--- config.mk ---
export PLATFORM = sky130hd
export DESIGN_NAME = sorted_edge_pwm_scheduler_core
export DESIGN_NICKNAME = d
export VERILOG_FILES = /design/src/hdl/sepwm_pkg.sv /design/src/hdl/sorted_edge_pwm_scheduler_core.sv
export VERILOG_INCLUDE_DIRS = /design/src /design/src/hdl
export SDC_FILE = /design/constraint.sdc
export NUM_CORES = 1
export LEC_CHECK = 0
export CAP_MARGIN = 10
export CORE_MARGIN = 3
export CORE_UTILIZATION = 25
export DETAILED_ROUTE_END_ITERATION = 8
export DONT_BUFFER_PORTS = 1
export HOLD_SLACK_MARGIN = 0.12
export REMOVE_ABC_BUFFERS = 1
export SLEW_MARGIN = 20
export SYNTH_ARGS = -nofsm -noshare
export SYNTH_HDL_FRONTEND = slang
export SYNTH_SLANG_ARGS = --single-unit
export TNS_END_PERCENT = 50
--- constraint.sdc ---
create_clock -name clk_i -period 4.08 [get_ports clk_i]
set_input_delay 0.408 -clock clk_i [delete_from_list [all_inputs] [get_ports clk_i]]
set_output_delay 0.408 -clock clk_i [all_outputs]
set_load 0.05 [all_outputs]
--- src/hdl/sorted_edge_pwm_scheduler_core_assert.svh ---
// ----------------------------------------------------------------------------
// sorted edge pwm scheduler assertion macros
// clocked property checks shared by the scheduler rtl
// ----------------------------------------------------------------------------
`ifndef SORTED_EDGE_PWM_SCHEDULER_CORE_ASSERT_SVH
`define SORTED_EDGE_PWM_SCHEDULER_CORE_ASSERT_SVH

// same-cycle implication, checked outside reset
`define SEPWM_ASSERT_NOW(label, ante, cons) \
  label: assert property (@(posedge clk_i) disable iff (!rst_ni) (ante) |-> (cons)) \
    else $error("sepwm check failed");

// next-cycle implication, checked outside reset
`define SEPWM_ASSERT_NEXT(label, ante, cons) \
  label: assert property (@(posedge clk_i) disable iff (!rst_ni) (ante) |=> (cons)) \
    else $error("sepwm check failed");

`endif

--- src/hdl/sepwm_pkg.sv ---
// ----------------------------------------------------------------------------
// sepwm_pkg
// item codes and field widths of the sorted edge pwm scheduler
// ----------------------------------------------------------------------------
package sepwm_pkg;

  // item kinds carried on the slave tuser
  typedef enum logic [1:0] {
    MODE_WRITE   = 2'd0,
    MODE_COMMIT  = 2'd1,
    MODE_COMPARE = 2'd2
  } mode_e;

  localparam int MODE_W   = 2;
  localparam int CHAN_W   = 3;
  localparam int OFF_W    = 7;
  localparam int MASK_W   = 8;
  localparam int IVL_W    = 7;
  localparam int S_DATA_W = 16;
  localparam int M_DATA_W = 16;

endpackage

--- src/hdl/sorted_edge_pwm_scheduler_core.sv ---
// ----------------------------------------------------------------------------
// sorted_edge_pwm_scheduler_core
// multi-channel led pwm with double-buffered, sorted off-time tables
// ----------------------------------------------------------------------------
// Items enter on the slave stream with the item kind on tuser: a write stores
// one channel's off-time (clamped to PWM_PERIOD, which means dark) in the back
// bank, a commit stably bubble-sorts the back bank's channel order and asks
// for a bank swap, and a compare event steps the pwm cycle and gives one
// result (led mask and ticks to the next edge) on the master stream. All
// other kinds give no result. The block takes one item at a time: a compare
// event reads the previous and current positions' orders and off-times
// before it forms its result (the cycle-end step forms it at once), and a
// commit's sort is paced by the single compare unit and the one read port
// of the order and off-time memories that it walks. A result waits in the
// output register and a compare event stalls only when that register is
// still full. After reset every off-time reads as dark and every order as
// identity; no clearing pass.
// ----------------------------------------------------------------------------
module sorted_edge_pwm_scheduler_core #(
  parameter int CHANNELS   = 8,
  parameter int PWM_PERIOD = 64
) (
  input  logic                           clk_i,
  input  logic                           rst_ni,
  // slave stream
  input  logic                           s_axis_tvalid,
  output logic                           s_axis_tready,
  // tdata: channel [2:0], off_time [9:3], zero fill above
  input  logic [sepwm_pkg::S_DATA_W-1:0] s_axis_tdata,
  // tuser: mode [1:0]
  input  logic [sepwm_pkg::MODE_W-1:0]   s_axis_tuser,
  // master stream
  output logic                           m_axis_tvalid,
  input  logic                           m_axis_tready,
  // tdata: led_mask [7:0], next_interval [14:8], zero fill above
  output logic [sepwm_pkg::M_DATA_W-1:0] m_axis_tdata
);
  import sepwm_pkg::*;

  // widths derived from the channel count and the period
  localparam int IW        = $clog2(CHANNELS);        // position / channel index
  localparam int AW        = IW + 1;                  // bank plus position
  localparam int MEM_DEPTH = 2 ** AW;
  localparam int OW        = $clog2(PWM_PERIOD + 1);  // stored off-time
  localparam int SW        = $clog2(CHANNELS + 2);    // step within a pwm cycle

  // sequencer codes
  localparam logic [3:0] ST_IDLE    = 4'd0;
  localparam logic [3:0] ST_S_ORD0  = 4'd1;  // sort: fetch order of position 0
  localparam logic [3:0] ST_S_OFF0  = 4'd2;  // sort: fetch its off-time
  localparam logic [3:0] ST_S_CARRY = 4'd3;  // sort: latch carried element
  localparam logic [3:0] ST_S_ORDN  = 4'd4;  // sort: next element's order in
  localparam logic [3:0] ST_S_CMP   = 4'd5;  // sort: compare and swap
  localparam logic [3:0] ST_S_DEP   = 4'd6;  // sort: drop carried element
  localparam logic [3:0] ST_C_ORDA  = 4'd7;  // step: fetch previous order
  localparam logic [3:0] ST_C_OFFA  = 4'd8;  // step: fetch its off-time
  localparam logic [3:0] ST_C_OFFB  = 4'd9;  // step: fetch current off-time
  localparam logic [3:0] ST_C_RES   = 4'd10; // step: form result

  // input fields
  logic [CHAN_W-1:0] s_channel;
  logic [OFF_W-1:0]  s_off_time;
  logic              s_fire;
  assign s_channel  = s_axis_tdata[CHAN_W-1:0];
  assign s_off_time = s_axis_tdata[CHAN_W+OFF_W-1:CHAN_W];
  assign s_fire     = s_axis_tvalid && s_axis_tready;

  // control state
  logic [3:0]    state_q, state_d;
  logic [SW-1:0] step_q, step_d;
  logic          front_q, front_d;
  logic          swap_q, swap_d;
  logic          bank_q, bank_d;
  logic [MASK_W-1:0] lit_q, lit_d;
  logic          m_valid_q, m_valid_d;

  // sorter registers
  logic [IW-1:0] pass_q, pass_d;
  logic [IW-1:0] k_q, k_d;
  logic          moved_q, moved_d;
  logic [IW-1:0] carry_ord_q, carry_ord_d;
  logic [OW-1:0] carry_off_q, carry_off_d;
  logic [IW-1:0] new_ord_q, new_ord_d;

  // step registers
  logic [IW-1:0] prev_ord_q, prev_ord_d;
  logic [OW-1:0] prev_off_q, prev_off_d;
  logic [IW-1:0] cur_ord_q, cur_ord_d;

  // result payload
  logic [MASK_W-1:0] m_mask_q, m_mask_d;
  logic [IVL_W-1:0]  m_ivl_q, m_ivl_d;

  // memories: order and off-time, one read and one write port each
  logic [IW-1:0]        ord_mem [MEM_DEPTH];
  logic [OW-1:0]        off_mem [MEM_DEPTH];
  logic [MEM_DEPTH-1:0] ord_vld_q, off_vld_q;
  logic [AW-1:0]        ord_ra, off_ra, ord_wa, off_wa;
  logic                 ord_we, off_we;
  logic [IW-1:0]        ord_wd, ord_rd_q;
  logic [OW-1:0]        off_wd, off_rd_q;

  // shared compare/subtract datapath
  logic [IW-1:0] kp1, kp2;
  logic [IW-1:0] pos_a, pos_b;
  logic [OW-1:0] ivl;
  logic [OW-1:0] clamped_off;
  logic          more_swap;

  assign kp1 = k_q + IW'(1);
  assign kp2 = kp1 + IW'(1);

  // positions used by the current step, held in range at the cycle edges
  assign pos_a = (step_q == '0) ? '0 : IW'(step_q - SW'(1));
  assign pos_b = (step_q >= SW'(CHANNELS)) ? IW'(CHANNELS - 1) : IW'(step_q);

  assign clamped_off = ({2'b00, s_off_time} > (OFF_W+2)'(PWM_PERIOD)) ?
                       OW'(PWM_PERIOD) : OW'(s_off_time);

  // stable order: swap only when strictly greater
  assign more_swap = carry_off_q > off_rd_q;

  always_comb begin
    state_d     = state_q;
    step_d      = step_q;
    front_d     = front_q;
    swap_d      = swap_q;
    bank_d      = bank_q;
    lit_d       = lit_q;
    m_valid_d   = m_valid_q;
    pass_d      = pass_q;
    k_d         = k_q;
    moved_d     = moved_q;
    carry_ord_d = carry_ord_q;
    carry_off_d = carry_off_q;
    new_ord_d   = new_ord_q;
    prev_ord_d  = prev_ord_q;
    prev_off_d  = prev_off_q;
    cur_ord_d   = cur_ord_q;
    m_mask_d    = m_mask_q;
    m_ivl_d     = m_ivl_q;
    ord_ra      = {bank_q, k_q};
    off_ra      = {bank_q, cur_ord_q};
    ord_we      = 1'b0;
    ord_wa      = {bank_q, k_q};
    ord_wd      = new_ord_q;
    off_we      = 1'b0;
    off_wa      = {~front_q, IW'(s_channel)};
    off_wd      = clamped_off;
    ivl         = '0;

    if (m_valid_q && m_axis_tready) begin
      m_valid_d = 1'b0;
    end

    unique case (state_q)
      ST_IDLE: begin
        if (s_fire) begin
          case (mode_e'(s_axis_tuser))
            MODE_WRITE: begin
              // channels beyond the table are dropped
              off_we = (32'(s_channel) < CHANNELS);
            end
            MODE_COMMIT: begin
              bank_d  = ~front_q;
              swap_d  = 1'b1;
              pass_d  = IW'(CHANNELS - 1);
              k_d     = '0;
              moved_d = 1'b0;
              state_d = ST_S_ORD0;
            end
            MODE_COMPARE: begin
              if (step_q == SW'(CHANNELS + 1)) begin
                state_d = ST_C_RES;
              end else begin
                // banks flip only at the start of a pwm cycle
                if (step_q == '0 && swap_q) begin
                  front_d = ~front_q;
                  swap_d  = 1'b0;
                  bank_d  = ~front_q;
                end else begin
                  bank_d  = front_q;
                end
                state_d = ST_C_ORDA;
              end
            end
            default: begin
              // unused kind, no result
            end
          endcase
        end
      end

      ST_S_ORD0: begin
        ord_ra  = {bank_q, IW'(0)};
        state_d = ST_S_OFF0;
      end

      ST_S_OFF0: begin
        carry_ord_d = ord_rd_q;
        off_ra      = {bank_q, ord_rd_q};
        ord_ra      = {bank_q, kp1};
        state_d     = ST_S_CARRY;
      end

      ST_S_CARRY: begin
        carry_off_d = off_rd_q;
        new_ord_d   = ord_rd_q;
        off_ra      = {bank_q, ord_rd_q};
        state_d     = ST_S_CMP;
      end

      ST_S_ORDN: begin
        new_ord_d = ord_rd_q;
        off_ra    = {bank_q, ord_rd_q};
        state_d   = ST_S_CMP;
      end

      ST_S_CMP: begin
        if (more_swap) begin
          // smaller element settles at k, larger one carries on
          ord_we  = 1'b1;
          ord_wa  = {bank_q, k_q};
          ord_wd  = new_ord_q;
          moved_d = 1'b1;
        end else begin
          // carried element settles at k, the next one carries on
          ord_we      = 1'b1;
          ord_wa      = {bank_q, k_q};
          ord_wd      = carry_ord_q;
          carry_ord_d = new_ord_q;
          carry_off_d = off_rd_q;
        end
        if (kp1 == pass_q) begin
          state_d = ST_S_DEP;
        end else begin
          ord_ra  = {bank_q, kp2};
          k_d     = kp1;
          state_d = ST_S_ORDN;
        end
      end

      ST_S_DEP: begin
        ord_we = 1'b1;
        ord_wa = {bank_q, pass_q};
        ord_wd = carry_ord_q;
        // a pass without a swap ends the sort early
        if (!moved_q || pass_q == IW'(1)) begin
          state_d = ST_IDLE;
        end else begin
          pass_d  = pass_q - IW'(1);
          k_d     = '0;
          moved_d = 1'b0;
          state_d = ST_S_ORD0;
        end
      end

      ST_C_ORDA: begin
        ord_ra  = {bank_q, pos_a};
        state_d = ST_C_OFFA;
      end

      ST_C_OFFA: begin
        prev_ord_d = ord_rd_q;
        off_ra     = {bank_q, ord_rd_q};
        ord_ra     = {bank_q, pos_b};
        state_d    = ST_C_OFFB;
      end

      ST_C_OFFB: begin
        prev_off_d = off_rd_q;
        cur_ord_d  = ord_rd_q;
        off_ra     = {bank_q, ord_rd_q};
        state_d    = ST_C_RES;
      end

      ST_C_RES: begin
        // off_ra keeps the current channel, so off_rd_q holds while stalled
        if (!m_valid_q || m_axis_tready) begin
          if (step_q == SW'(CHANNELS + 1)) begin
            lit_d  = '0;
            ivl    = '0;
            step_d = '0;
          end else if (step_q == '0) begin
            ivl    = off_rd_q;
            step_d = SW'(1);
          end else begin
            if (prev_off_q != OW'(PWM_PERIOD) && 32'(prev_ord_q) < MASK_W) begin
              lit_d[3'(prev_ord_q)] = 1'b1;
            end
            if (step_q == SW'(CHANNELS)) begin
              ivl = OW'(PWM_PERIOD) - prev_off_q;
            end else begin
              // unsorted front bank: negative gap saturates
              ivl = (off_rd_q >= prev_off_q) ? (off_rd_q - prev_off_q) : '0;
            end
            step_d = step_q + SW'(1);
          end
          m_mask_d  = lit_d;
          m_ivl_d   = IVL_W'(ivl);
          m_valid_d = 1'b1;
          state_d   = ST_IDLE;
        end
      end

      default: begin
        state_d = ST_IDLE;
      end
    endcase
  end

  // control registers
  always_ff @(posedge clk_i or negedge rst_ni) begin
    if (!rst_ni) begin
      state_q   <= ST_IDLE;
      step_q    <= '0;
      front_q   <= 1'b0;
      swap_q    <= 1'b0;
      bank_q    <= 1'b0;
      lit_q     <= '0;
      m_valid_q <= 1'b0;
      pass_q    <= '0;
      k_q       <= '0;
      moved_q   <= 1'b0;
      ord_vld_q <= '0;
      off_vld_q <= '0;
    end else begin
      state_q   <= state_d;
      step_q    <= step_d;
      front_q   <= front_d;
      swap_q    <= swap_d;
      bank_q    <= bank_d;
      lit_q     <= lit_d;
      m_valid_q <= m_valid_d;
      pass_q    <= pass_d;
      k_q       <= k_d;
      moved_q   <= moved_d;
      if (ord_we) begin
        ord_vld_q[ord_wa] <= 1'b1;
      end
      if (off_we) begin
        off_vld_q[off_wa] <= 1'b1;
      end
    end
  end

  // payload registers
  always_ff @(posedge clk_i) begin
    carry_ord_q <= carry_ord_d;
    carry_off_q <= carry_off_d;
    new_ord_q   <= new_ord_d;
    prev_ord_q  <= prev_ord_d;
    prev_off_q  <= prev_off_d;
    cur_ord_q   <= cur_ord_d;
    m_mask_q    <= m_mask_d;
    m_ivl_q     <= m_ivl_d;
  end

  // order memory; never-written entries read as identity
  always_ff @(posedge clk_i) begin
    if (ord_we) begin
      ord_mem[ord_wa] <= ord_wd;
    end
    ord_rd_q <= ord_vld_q[ord_ra] ? ord_mem[ord_ra] : ord_ra[IW-1:0];
  end

  // off-time memory; never-written entries read as dark
  always_ff @(posedge clk_i) begin
    if (off_we) begin
      off_mem[off_wa] <= off_wd;
    end
    off_rd_q <= off_vld_q[off_ra] ? off_mem[off_ra] : OW'(PWM_PERIOD);
  end

  assign s_axis_tready = (state_q == ST_IDLE);
  assign m_axis_tvalid = m_valid_q;
  assign m_axis_tdata  = M_DATA_W'({m_ivl_q, m_mask_q});

  // checks
  `include "sorted_edge_pwm_scheduler_core_assert.svh"

  // compare event taken at the start of a pwm cycle
  logic chk_cyc_start;
  // cycle-end step forming its result
  logic chk_cyc_end;
  assign chk_cyc_start = s_fire && (s_axis_tuser == MODE_COMPARE) && (step_q == '0);
  assign chk_cyc_end   = (state_q == ST_C_RES) && (step_q == SW'(CHANNELS + 1)) &&
                         (!m_valid_q || m_axis_tready);

  `SEPWM_ASSERT_NOW(a_step_range, 1'b1, step_q <= SW'(CHANNELS + 1))
  `SEPWM_ASSERT_NOW(a_sort_index, (state_q == ST_S_CMP || state_q == ST_S_ORDN), k_q < pass_q)
  `SEPWM_ASSERT_NEXT(a_swap_taken, chk_cyc_start, !swap_q)
  `SEPWM_ASSERT_NEXT(a_cycle_end_dark, chk_cyc_end, (lit_q == '0 && m_mask_q == '0))

endmodule
* Word level (Yosys, flattened, before mapping)
Memories as Yosys holds them, arrays and structs flattened. A register that Yosys moved wholly into a read port is not among the register bits.
Cells that the tools add are included.
** Word-level totals
- Flip-flop bits (word level) :: 103
- Bits in writable memories :: 160
- Input port bits :: 22
- Output and inout bits :: 18
- Word-level logic and storage cells :: 176
- Memories kept :: 2
** Memories
- off_mem :: depth 16, bits a word 7, read ports 1, clocked after memory_dff 1, wr ports 1, line sorted_edge_pwm_scheduler_core.sv:96 : logic [OW-1:0] off_mem [MEM_DEPTH];
- ord_mem :: depth 16, bits a word 3, read ports 1, clocked after memory_dff 0, wr ports 1, line sorted_edge_pwm_scheduler_core.sv:95 : logic [IW-1:0] ord_mem [MEM_DEPTH];
** Cells by class
- Add/sub/neg operators :: 7
- Order comparisons :: 12
- Equality and inequality tests :: 27
- Muxes and demuxes :: 70
- Bitwise gates (word level) :: 5
- Reduce and logical (&&, ||, !) cells :: 32
** Operator list (number)
- $mux W3 :: 15
- $pmux W4 S10 :: 1
- $mux W7 :: 5
- $or A16 B16 Y16 :: 2
- $mux W1 :: 25
- $mux W8 :: 3
- $eq A4 B4 Y1 const B :: 5
- $lt A4 B5 Y1 const B :: 4
- $mux W4 :: 5
- $pmux W3 S2 :: 3
- $eq A4 B3 Y1 const B :: 4
- $pmux W3 S5 :: 1
- $reduce_and A5 Y1 :: 3
- $pmux W7 S2 :: 1
- $ne A2 B2 Y1 const B :: 6
- $reduce_and A4 Y1 :: 3
- $pmux W3 S3 :: 1
- $bmux W1 S4 :: 2
- $demux W1 S4 :: 2
- $eq A4 B2 Y1 const B :: 2
- $ge A4 B1 Y1 const B :: 2
- $logic_not A4 Y1 :: 2
- $or A8 B8 Y8 :: 1
- $pmux W4 S2 :: 1
- other kinds (34) :: 54

* Logic depth before layout (Yosys ltp)
Gate-level depths: netlist of the first run.
- Depth in word-level cells :: 8
- Depth in mapped cells :: 12
- Depth with buffers taken out :: 10

* Least setup slack after synthesis of the first run
OpenSTA, ideal clock, no wires.
- Path kind :: register to register
- From :: register state_q[0]
- To :: memory off_mem[8][0] (netlist bit), enable pin
- Setup time :: 0.381 ns
- Data arrival time :: 2.775 ns
- Data required time :: 3.699 ns
- Path slack :: 0.924 ns
- Stages on the path, launching flop included :: 11
- Clock period less this slack :: 3.156 ns
- Path through :: dfrtp_1 -> buf_4 -> clkbuf_1 -> nor2_1 -> nand2_1 -> inv_1 -> and2_1 -> clkbuf_1 -> nand2_1 -> or3_1 -> nor3_1
** On the way
- Word-level cells in the longest chain between the ends :: 6
** Ends and longest elaborated chain
- from (decl) :: line sorted_edge_pwm_scheduler_core.sv:69 : logic [3:0] state_q, state_d;
- from (signal assigned) :: line sorted_edge_pwm_scheduler_core.sv:328 : state_q <= state_d;
- $logic_not A4 Y1 * :: line sorted_edge_pwm_scheduler_core.sv:375 : assign s_axis_tready = (state_q == ST_IDLE);
- net s_axis_tready :: line sorted_edge_pwm_scheduler_core.sv:27 : output logic s_axis_tready,
- $logic_and A1 B1 Y1 :: line sorted_edge_pwm_scheduler_core.sv:66 : assign s_fire = s_axis_tvalid && s_axis_tready;
- $mux W1 :: line sorted_edge_pwm_scheduler_core.sv:158 : if (s_fire) begin
- $mux W1 * :: line sorted_edge_pwm_scheduler_core.sv:156 : unique case (state_q)
- $mux W1 * :: line sorted_edge_pwm_scheduler_core.sv:369 : if (off_we) begin
- $mux W1 (not written as such) * :: line sorted_edge_pwm_scheduler_core.sv:370 : off_mem[off_wa] <= off_wd;
- to (decl) :: line sorted_edge_pwm_scheduler_core.sv:96
The timed path passes the listed nets; every way through them passes the cells marked *.

* Worst setup path in the final report of the first run
- From :: register state_q[1]
- To :: register ord_rd_q[0]
** On the way
- Word-level cells in the longest chain between the ends :: 5
- Elaborated cells between the ends (all ways) :: 10
- Classes of those cells :: 5 x eq/ne; 4 x mux; 1 x memory
** Ends and longest elaborated chain
- $eq A4 B4 Y1 (tied with other cells) :: line sorted_edge_pwm_scheduler_core.sv:156
- $pmux W3 S5 * :: line sorted_edge_pwm_scheduler_core.sv:156
- $bmux W1 S4 :: line sorted_edge_pwm_scheduler_core.sv:364 : ord_rd_q <= ord_vld_q[ord_ra] ? ord_mem[ord_ra] : ord_ra[IW-1:0];
- $mux W1 (not written as such) :: line sorted_edge_pwm_scheduler_core.sv:364
- $mux W3 * :: line sorted_edge_pwm_scheduler_core.sv:364
- to (signal assigned) :: line sorted_edge_pwm_scheduler_core.sv:364
- to (decl) :: line sorted_edge_pwm_scheduler_core.sv:100 : logic [IW-1:0] ord_wd, ord_rd_q;
Mark *: on every way between the ends. The rest lies on a longest branch, timed or not. The select of a mux whose other input is x is not followed.
A chain may end at the register's enable or synchronous reset.

==> results_dict.tcl, run 1 <==
set metrics [dict create \
    outcome "finished, final reports clean" \
    cts_resized 0 \
    port_buffers 0 \
    hold_violations 0 \
    setup_viol 0 \
    hold_depth 1 \
    grt_overflow 0 \
    yosysWarningCount 0 \
    slew_headroom 0.335 \
    grt_pass1_wl_um 40800 \
    dp_hpwl_um 17300 \
    die_height_um 225 \
    hold_start "s_axis_tdata[9]" \
    numCtsBuffers 28 \
    min_period_ps 3460 \
    yosysSeqAreaShare 0.644 \
    ff2ff_path_depth 9 \
    cpPeakStageDelay_ps 820 \
    syn_inst 814 \
    tightest_slew_ps 995 \
    cts_hold_buf 8 \
    final_common_cell "edfxtp_1" \
    reg2reg_slack_ps 620 \
    leakage_nw 5.00 \
    wirelength_um 25500 \
    drc 0 \
    die_x_um 225 \
    initial_core_util 0.255 \
    clk_path_buf_depth 3 \
    cts_setup_buffers 0 \
    synth_ff_type "edfxtp_1" \
    skew_ps 35.7 \
    area_growth_pct 15.6 \
    cts_tree "done" \
    rsz0062_at_grt "no" \
    r2r_start "state_q[1]" \
    grt_pass1_vias 6892 \
    cp-startpoint "state_q[1]" \
    p_total_mw 8.42 \
    yosys_register_bits 270 \
    start_kind "flip-flop" \
    routedWlPerCell_um 17.3 \
    grt_start_max_net_pins 60 \
    antenna_found_initial 0 \
    drt_first_pass_iters 5 \
    synth.distinct_cells 69 \
    path_max_fanout 24 \
    clk-insertion-delay-late_ps 580 \
    final_nets 897 \
    gr-usage-all-layers 0.103 \
    crit_chain "nand2b_1 > a311oi_1 > nor3_1 > nor3_4 > buf_4 > mux4_2 > a22oi_1 > nand3_2 > mux2i_1" \
    critPathSlowestCell "dfrtp_1" \
    critPathCaptureType "flip-flop" \
    critPathKind "reg2reg" \
    core_mm2 0.0470 \
    r2r_end "ord_rd_q[0]" \
    ir_worst_vdd_v 0.000339 \
    gp_congestion 0.790 \
    ioPinCount 40 \
    fmax_mhz 289 \
    via_count 6731 \
    pwr_density_cell_mw_per_mm2 608 \
    synth-async-reset-ratio 0.219 \
    worstPathArrival_ps 3880 \
    ant_nets 0 \
    fill_cells 4606 \
    cts_root_buf "clkbuf_16" \
    drt-initial-drc-count 459 \
    cts_sinks 270 \
    hp-class "in2reg" \
    whs_ps 208 \
    slew_violations 0 \
    layout-drive-gt1-share 0.211 \
    rows 79 \
    synth_edf_count 201 \
    avgSynthCellArea_um2 14.7 \
    h-tree-depth 1 \
    dieArea_mm2 0.0506 \
    min_delay_worst_endpoint "off_mem[7][1]" \
    diodes 0 \
    viasPerCell 4.55 \
    final_core_util 0.295 \
    required_ps 4500 \
    clk_pin_slew_worst_paths_ps 60 \
    maxCapViolCount 0 \
    netlist_area_mm2 0.0120 \
    period_share 0.849 \
    final_cell_mix "edfxtp_1 (201), nor2_1 (62), dfrtp_1 (59)" \
]
==> critical path: cells and delay by family (launching register included) <==
kind	cells	cell delay, ps
flip-flops	1	820
AND/OR/NAND/NOR	4	770
multiplexers	2	710
AO/OA/AOI/OAI	2	650
buffers and inverters	1	340
==> cell families after synthesis <==
kind of cell             after synthesis  synth area share
AO/OA/AOI/OAI                        123            0.0670
other                                  1          0.000313
adder cells (fa/ha/maj)               24            0.0257
AND/OR/NAND/NOR                      246             0.106
XOR/XNOR                              17            0.0136
multiplexers                          70             0.120
buffers and inverters                 63            0.0239
flip-flops                           270             0.644
==> synthesized netlist by cell type, drive strengths merged (8+ instances only) <==
cell type / count / area share
a211oi: 8 / 0.0058
a21oi: 37 / 0.015
and2: 8 / 0.0042
buf: 15 / 0.0089
clkbuf: 16 / 0.0050
dfrtp: 59 / 0.12
dfxtp: 10 / 0.017
edfxtp: 201 / 0.50
ha: 23 / 0.024
inv: 32 / 0.010
mux4: 56 / 0.11
nand2: 55 / 0.017
nand2b: 14 / 0.0073
nand3: 9 / 0.0042
nor2: 62 / 0.019
nor2b: 21 / 0.011
nor3: 18 / 0.0085
o211ai: 10 / 0.0063
o21ai: 35 / 0.016
or2: 36 / 0.019
xnor2: 11 / 0.0080
==> flip-flops by register name, indices dropped and copies added, names as in the netlist, 7 cells and up <==
name / cells
off_mem: 112
ord_vld_q: 16
off_vld_q: 16
m_mask_q: 8
prev_off_q: 7
ord_mem: 48
lit_q: 8
m_ivl_q: 7
carry_off_q: 7
off_rd_q: 7
==> power by group <==
| part | internal, mW | switching [mW] | total (mW) | leakage [nW] |
|---|---|---|---|---|
| Combinational | 1.19 | 1.26 | 2.45 | 1.90 |
| Clock | 1.36 | 1.08 | 2.43 | 0.429 |
| Sequential | 3.29 | 0.251 | 3.54 | 2.68 |
| Total | 5.84 | 2.58 | 8.42 | 5.00 |
==> area by class of cell <==
cell class              instances  area [um^2]  area share
clock buffers                  34          733      0.0529
well taps                     607          759      0.0548
multi-input cells             481         4000       0.289
clock inverters                18          153      0.0110
flip-flops and latches        270         7710       0.557
inverters                      32          120     0.00867
repair buffers                 38          373      0.0269
==> worst max-delay path by stage <==
stage	slack, ps	endpoint
after floorplan	-420	off_rd_q[0]
after global placement	700	ord_rd_q[1]
after detailed placement	650	ord_rd_q[1]
after CTS	620	ord_rd_q[2]
after global routing	350	ord_rd_q[2]
final	620	ord_rd_q[0]
==> stage by stage <==
stage	instance area, um^2	worst slack [ps]	setup TNS, ps	std cells
2_1_floorplan	11800	-424	-2870	783
3_3_place_gp	12900	701	0	1420
3_5_place_dp	12900	655	0	1420
4_1_cts	13900	617	0	1480
5_1_grt	13900	345	0	1480
6_report	13900	615	0	1480
==> layer usage <==
| metal | vias to the layer above | share of wire | global-route usage |
|---|---|---|---|
| met1 | 3390 | 0.46 | 0.144 |
| li1 | 3152 | - | - |
| met4 | 0 | 0.018 | 0.0273 |
| met5 | - | 0 | 0 |
| met2 | 157 | 0.47 | 0.163 |
| met3 | 32 | 0.058 | 0.0207 |
Power figures use the tool's default switching activity.
==> inputs of run 2 (changes only) <==
==> constraint.sdc (replaced) <==
create_clock -name clk_i -period 3.5 [get_ports clk_i]
set_input_delay 0.35 -clock clk_i [delete_from_list [all_inputs] [get_ports clk_i]]
set_output_delay 0.35 -clock clk_i [all_outputs]
set_load 0.05 [all_outputs]
==> results_dict.tcl, run 2 (synthesis results as in run 1) <==
set metrics [dict create \
    outcome "finished, final reports clean" \
    maxCapViolCount 0 \
    fill_cells 4604 \
    worstPathArrival_ps 3710 \
    regMostFlops "off_mem" \
    core_mm2 0.0470 \
    layout-drive-gt1-share 0.217 \
    min_period_ps 3280 \
    setup-tns-final_ps 0 \
    dieArea_mm2 0.0506 \
    required_ps 3930 \
    drc 0 \
    reg_top3 "off_mem x112, ord_mem x48" \
    place_area_mm2 0.0129 \
    grt_pass1_wl_um 40800 \
    ff2ff_path_depth 11 \
    h-tree-depth 1 \
    grt_pass1_vias 7037 \
    port_buffers 0 \
    skew_ps 16.3 \
    via_count 6754 \
    die_x_um 225 \
    slew_headroom 0.335 \
    dp.cells 1428 \
    grt_overflow 0 \
    slew_violations 0 \
    hp-class "in2reg" \
    whs_ps 150 \
    gr-usage-all-layers 0.102 \
    period_share 0.937 \
    clk-insertion-delay-late_ps 560 \
    hold_start "s_axis_tdata[0]" \
    ir_worst_vdd_v 0.000427 \
    initial_core_util 0.255 \
    clk_path_buf_depth 3 \
    cts_root_buf "clkbuf_16" \
    r2r_end "ord_rd_q[2]" \
    leakage_nw 5.04 \
    final_common_cell "edfxtp_1" \
    grt_start_max_net_pins 60 \
    final_nets 904 \
    routedWlPerCell_um 16.9 \
    diodes 0 \
    clk_pin_slew_worst_paths_ps 60 \
    fin_cells 1486 \
    die_height_um 225 \
    rows 79 \
    critPathKind "reg2reg" \
    start_kind "flip-flop" \
    largest_register_ffs 112 \
    cts_sinks 270 \
    final_cell_mix "edfxtp_1 (201), nor2_1 (62), dfrtp_1 (59)" \
    ioPinCount 40 \
    hold_violations 0 \
    gp_congestion 0.828 \
    cts_setup_buffers 0 \
    dp_hpwl_um 17100 \
    drt-initial-drc-count 588 \
    area_growth_pct 16.0 \
    numCtsBuffers 28 \
    fmax_mhz 305 \
    rsz0062_at_grt "no" \
    tightest_slew_ps 995 \
    wirelength_um 25100 \
    pwr_density_cell_mw_per_mm2 713 \
    antenna_found_initial 0 \
    hold_depth 2 \
    cts_tree "done" \
    r2r_start "step_q[1]" \
    finalInstanceArea_mm2 0.0139 \
    path_max_fanout 17 \
    critPathCaptureType "flip-flop" \
    viasPerCell 4.55 \
    setup_viol 0 \
    reg2reg_slack_ps 220 \
    final_core_util 0.296 \
    ant_nets 0 \
    drt_first_pass_iters 5 \
    min_delay_worst_endpoint "off_mem[12][5]" \
]
[run 2: cell count changes in the layout (fill, tap and decap cells not counted), sizes merged]
cell,change
dlygate4sd3,-1
clkbuf,-2
bufinv,+1
buf,+8
clkinv,+4
inv,-2
clkinvlp,-2
[run 2: worst max-delay path by stage]
stage,start,end,slack [ps],depth (start not counted)
2_1_floorplan,state_q[3],off_rd_q[0],-1000,7
3_3_place_gp,state_q[1],ord_rd_q[1],330,10
3_5_place_dp,step_q[1],ord_rd_q[1],310,11
4_1_cts,state_q[1],ord_rd_q[2],250,10
5_1_grt,state_q[1],ord_rd_q[2],30,9
6_report,step_q[1],ord_rd_q[2],220,11
[run 2: final cells by class]
| type | count | area, um^2 | area share |
|---|---|---|---|
| clock inverter | 19 | 176 | 0.0127 |
| clock buffer | 32 | 716 | 0.0515 |
| inverter | 32 | 120 | 0.00864 |
| tap | 607 | 759 | 0.0546 |
| multi-input combinational | 481 | 4010 | 0.288 |
| sequential | 270 | 7710 | 0.555 |
| timing repair buffer | 45 | 410 | 0.0295 |
[run 2: routing by layer]
layer,share of wire,global-route usage,wire [um]
met2,0.48,0.166,12000
met5,0,0,0
met3,0.049,0.0201,1230
met4,0.020,0.0291,514
met1,0.45,0.138,11400
[run 2: worst max-delay path: stages, from the launching register on]
cell and delay [ps]:
dfrtp_1 420, inv_1 130, ha_1 250, or3b_2 590, o211ai_1 140, nand3_1 130, a211oi_2 180, buf_4 300
mux4_2 350, a22oi_1 320, nand3_2 180, mux2i_1 160
[run 2: where the power goes]
group          total, mW  internal [mW]  switching [mW]
clock network       2.87           1.62            1.24
registers           4.11           3.84           0.271
logic               2.94           1.42            1.52
total               9.91           6.88            3.03
[run 2: per-stage QoR]
step | setup slack, ps | total power, mW
floorplan | -1000 | 6.19
global placement | 334 | 7.05
detailed placement | 311 | 7.10
CTS | 253 | 10.0
global route | 33.3 | 10.5
finish | 220 | 9.91
[run 2: timing repair]
action / CTS / global route
hold buffers: 6 / 1
resized for setup: 0 / 0
endpoints found under the hold margin: 77 / 32
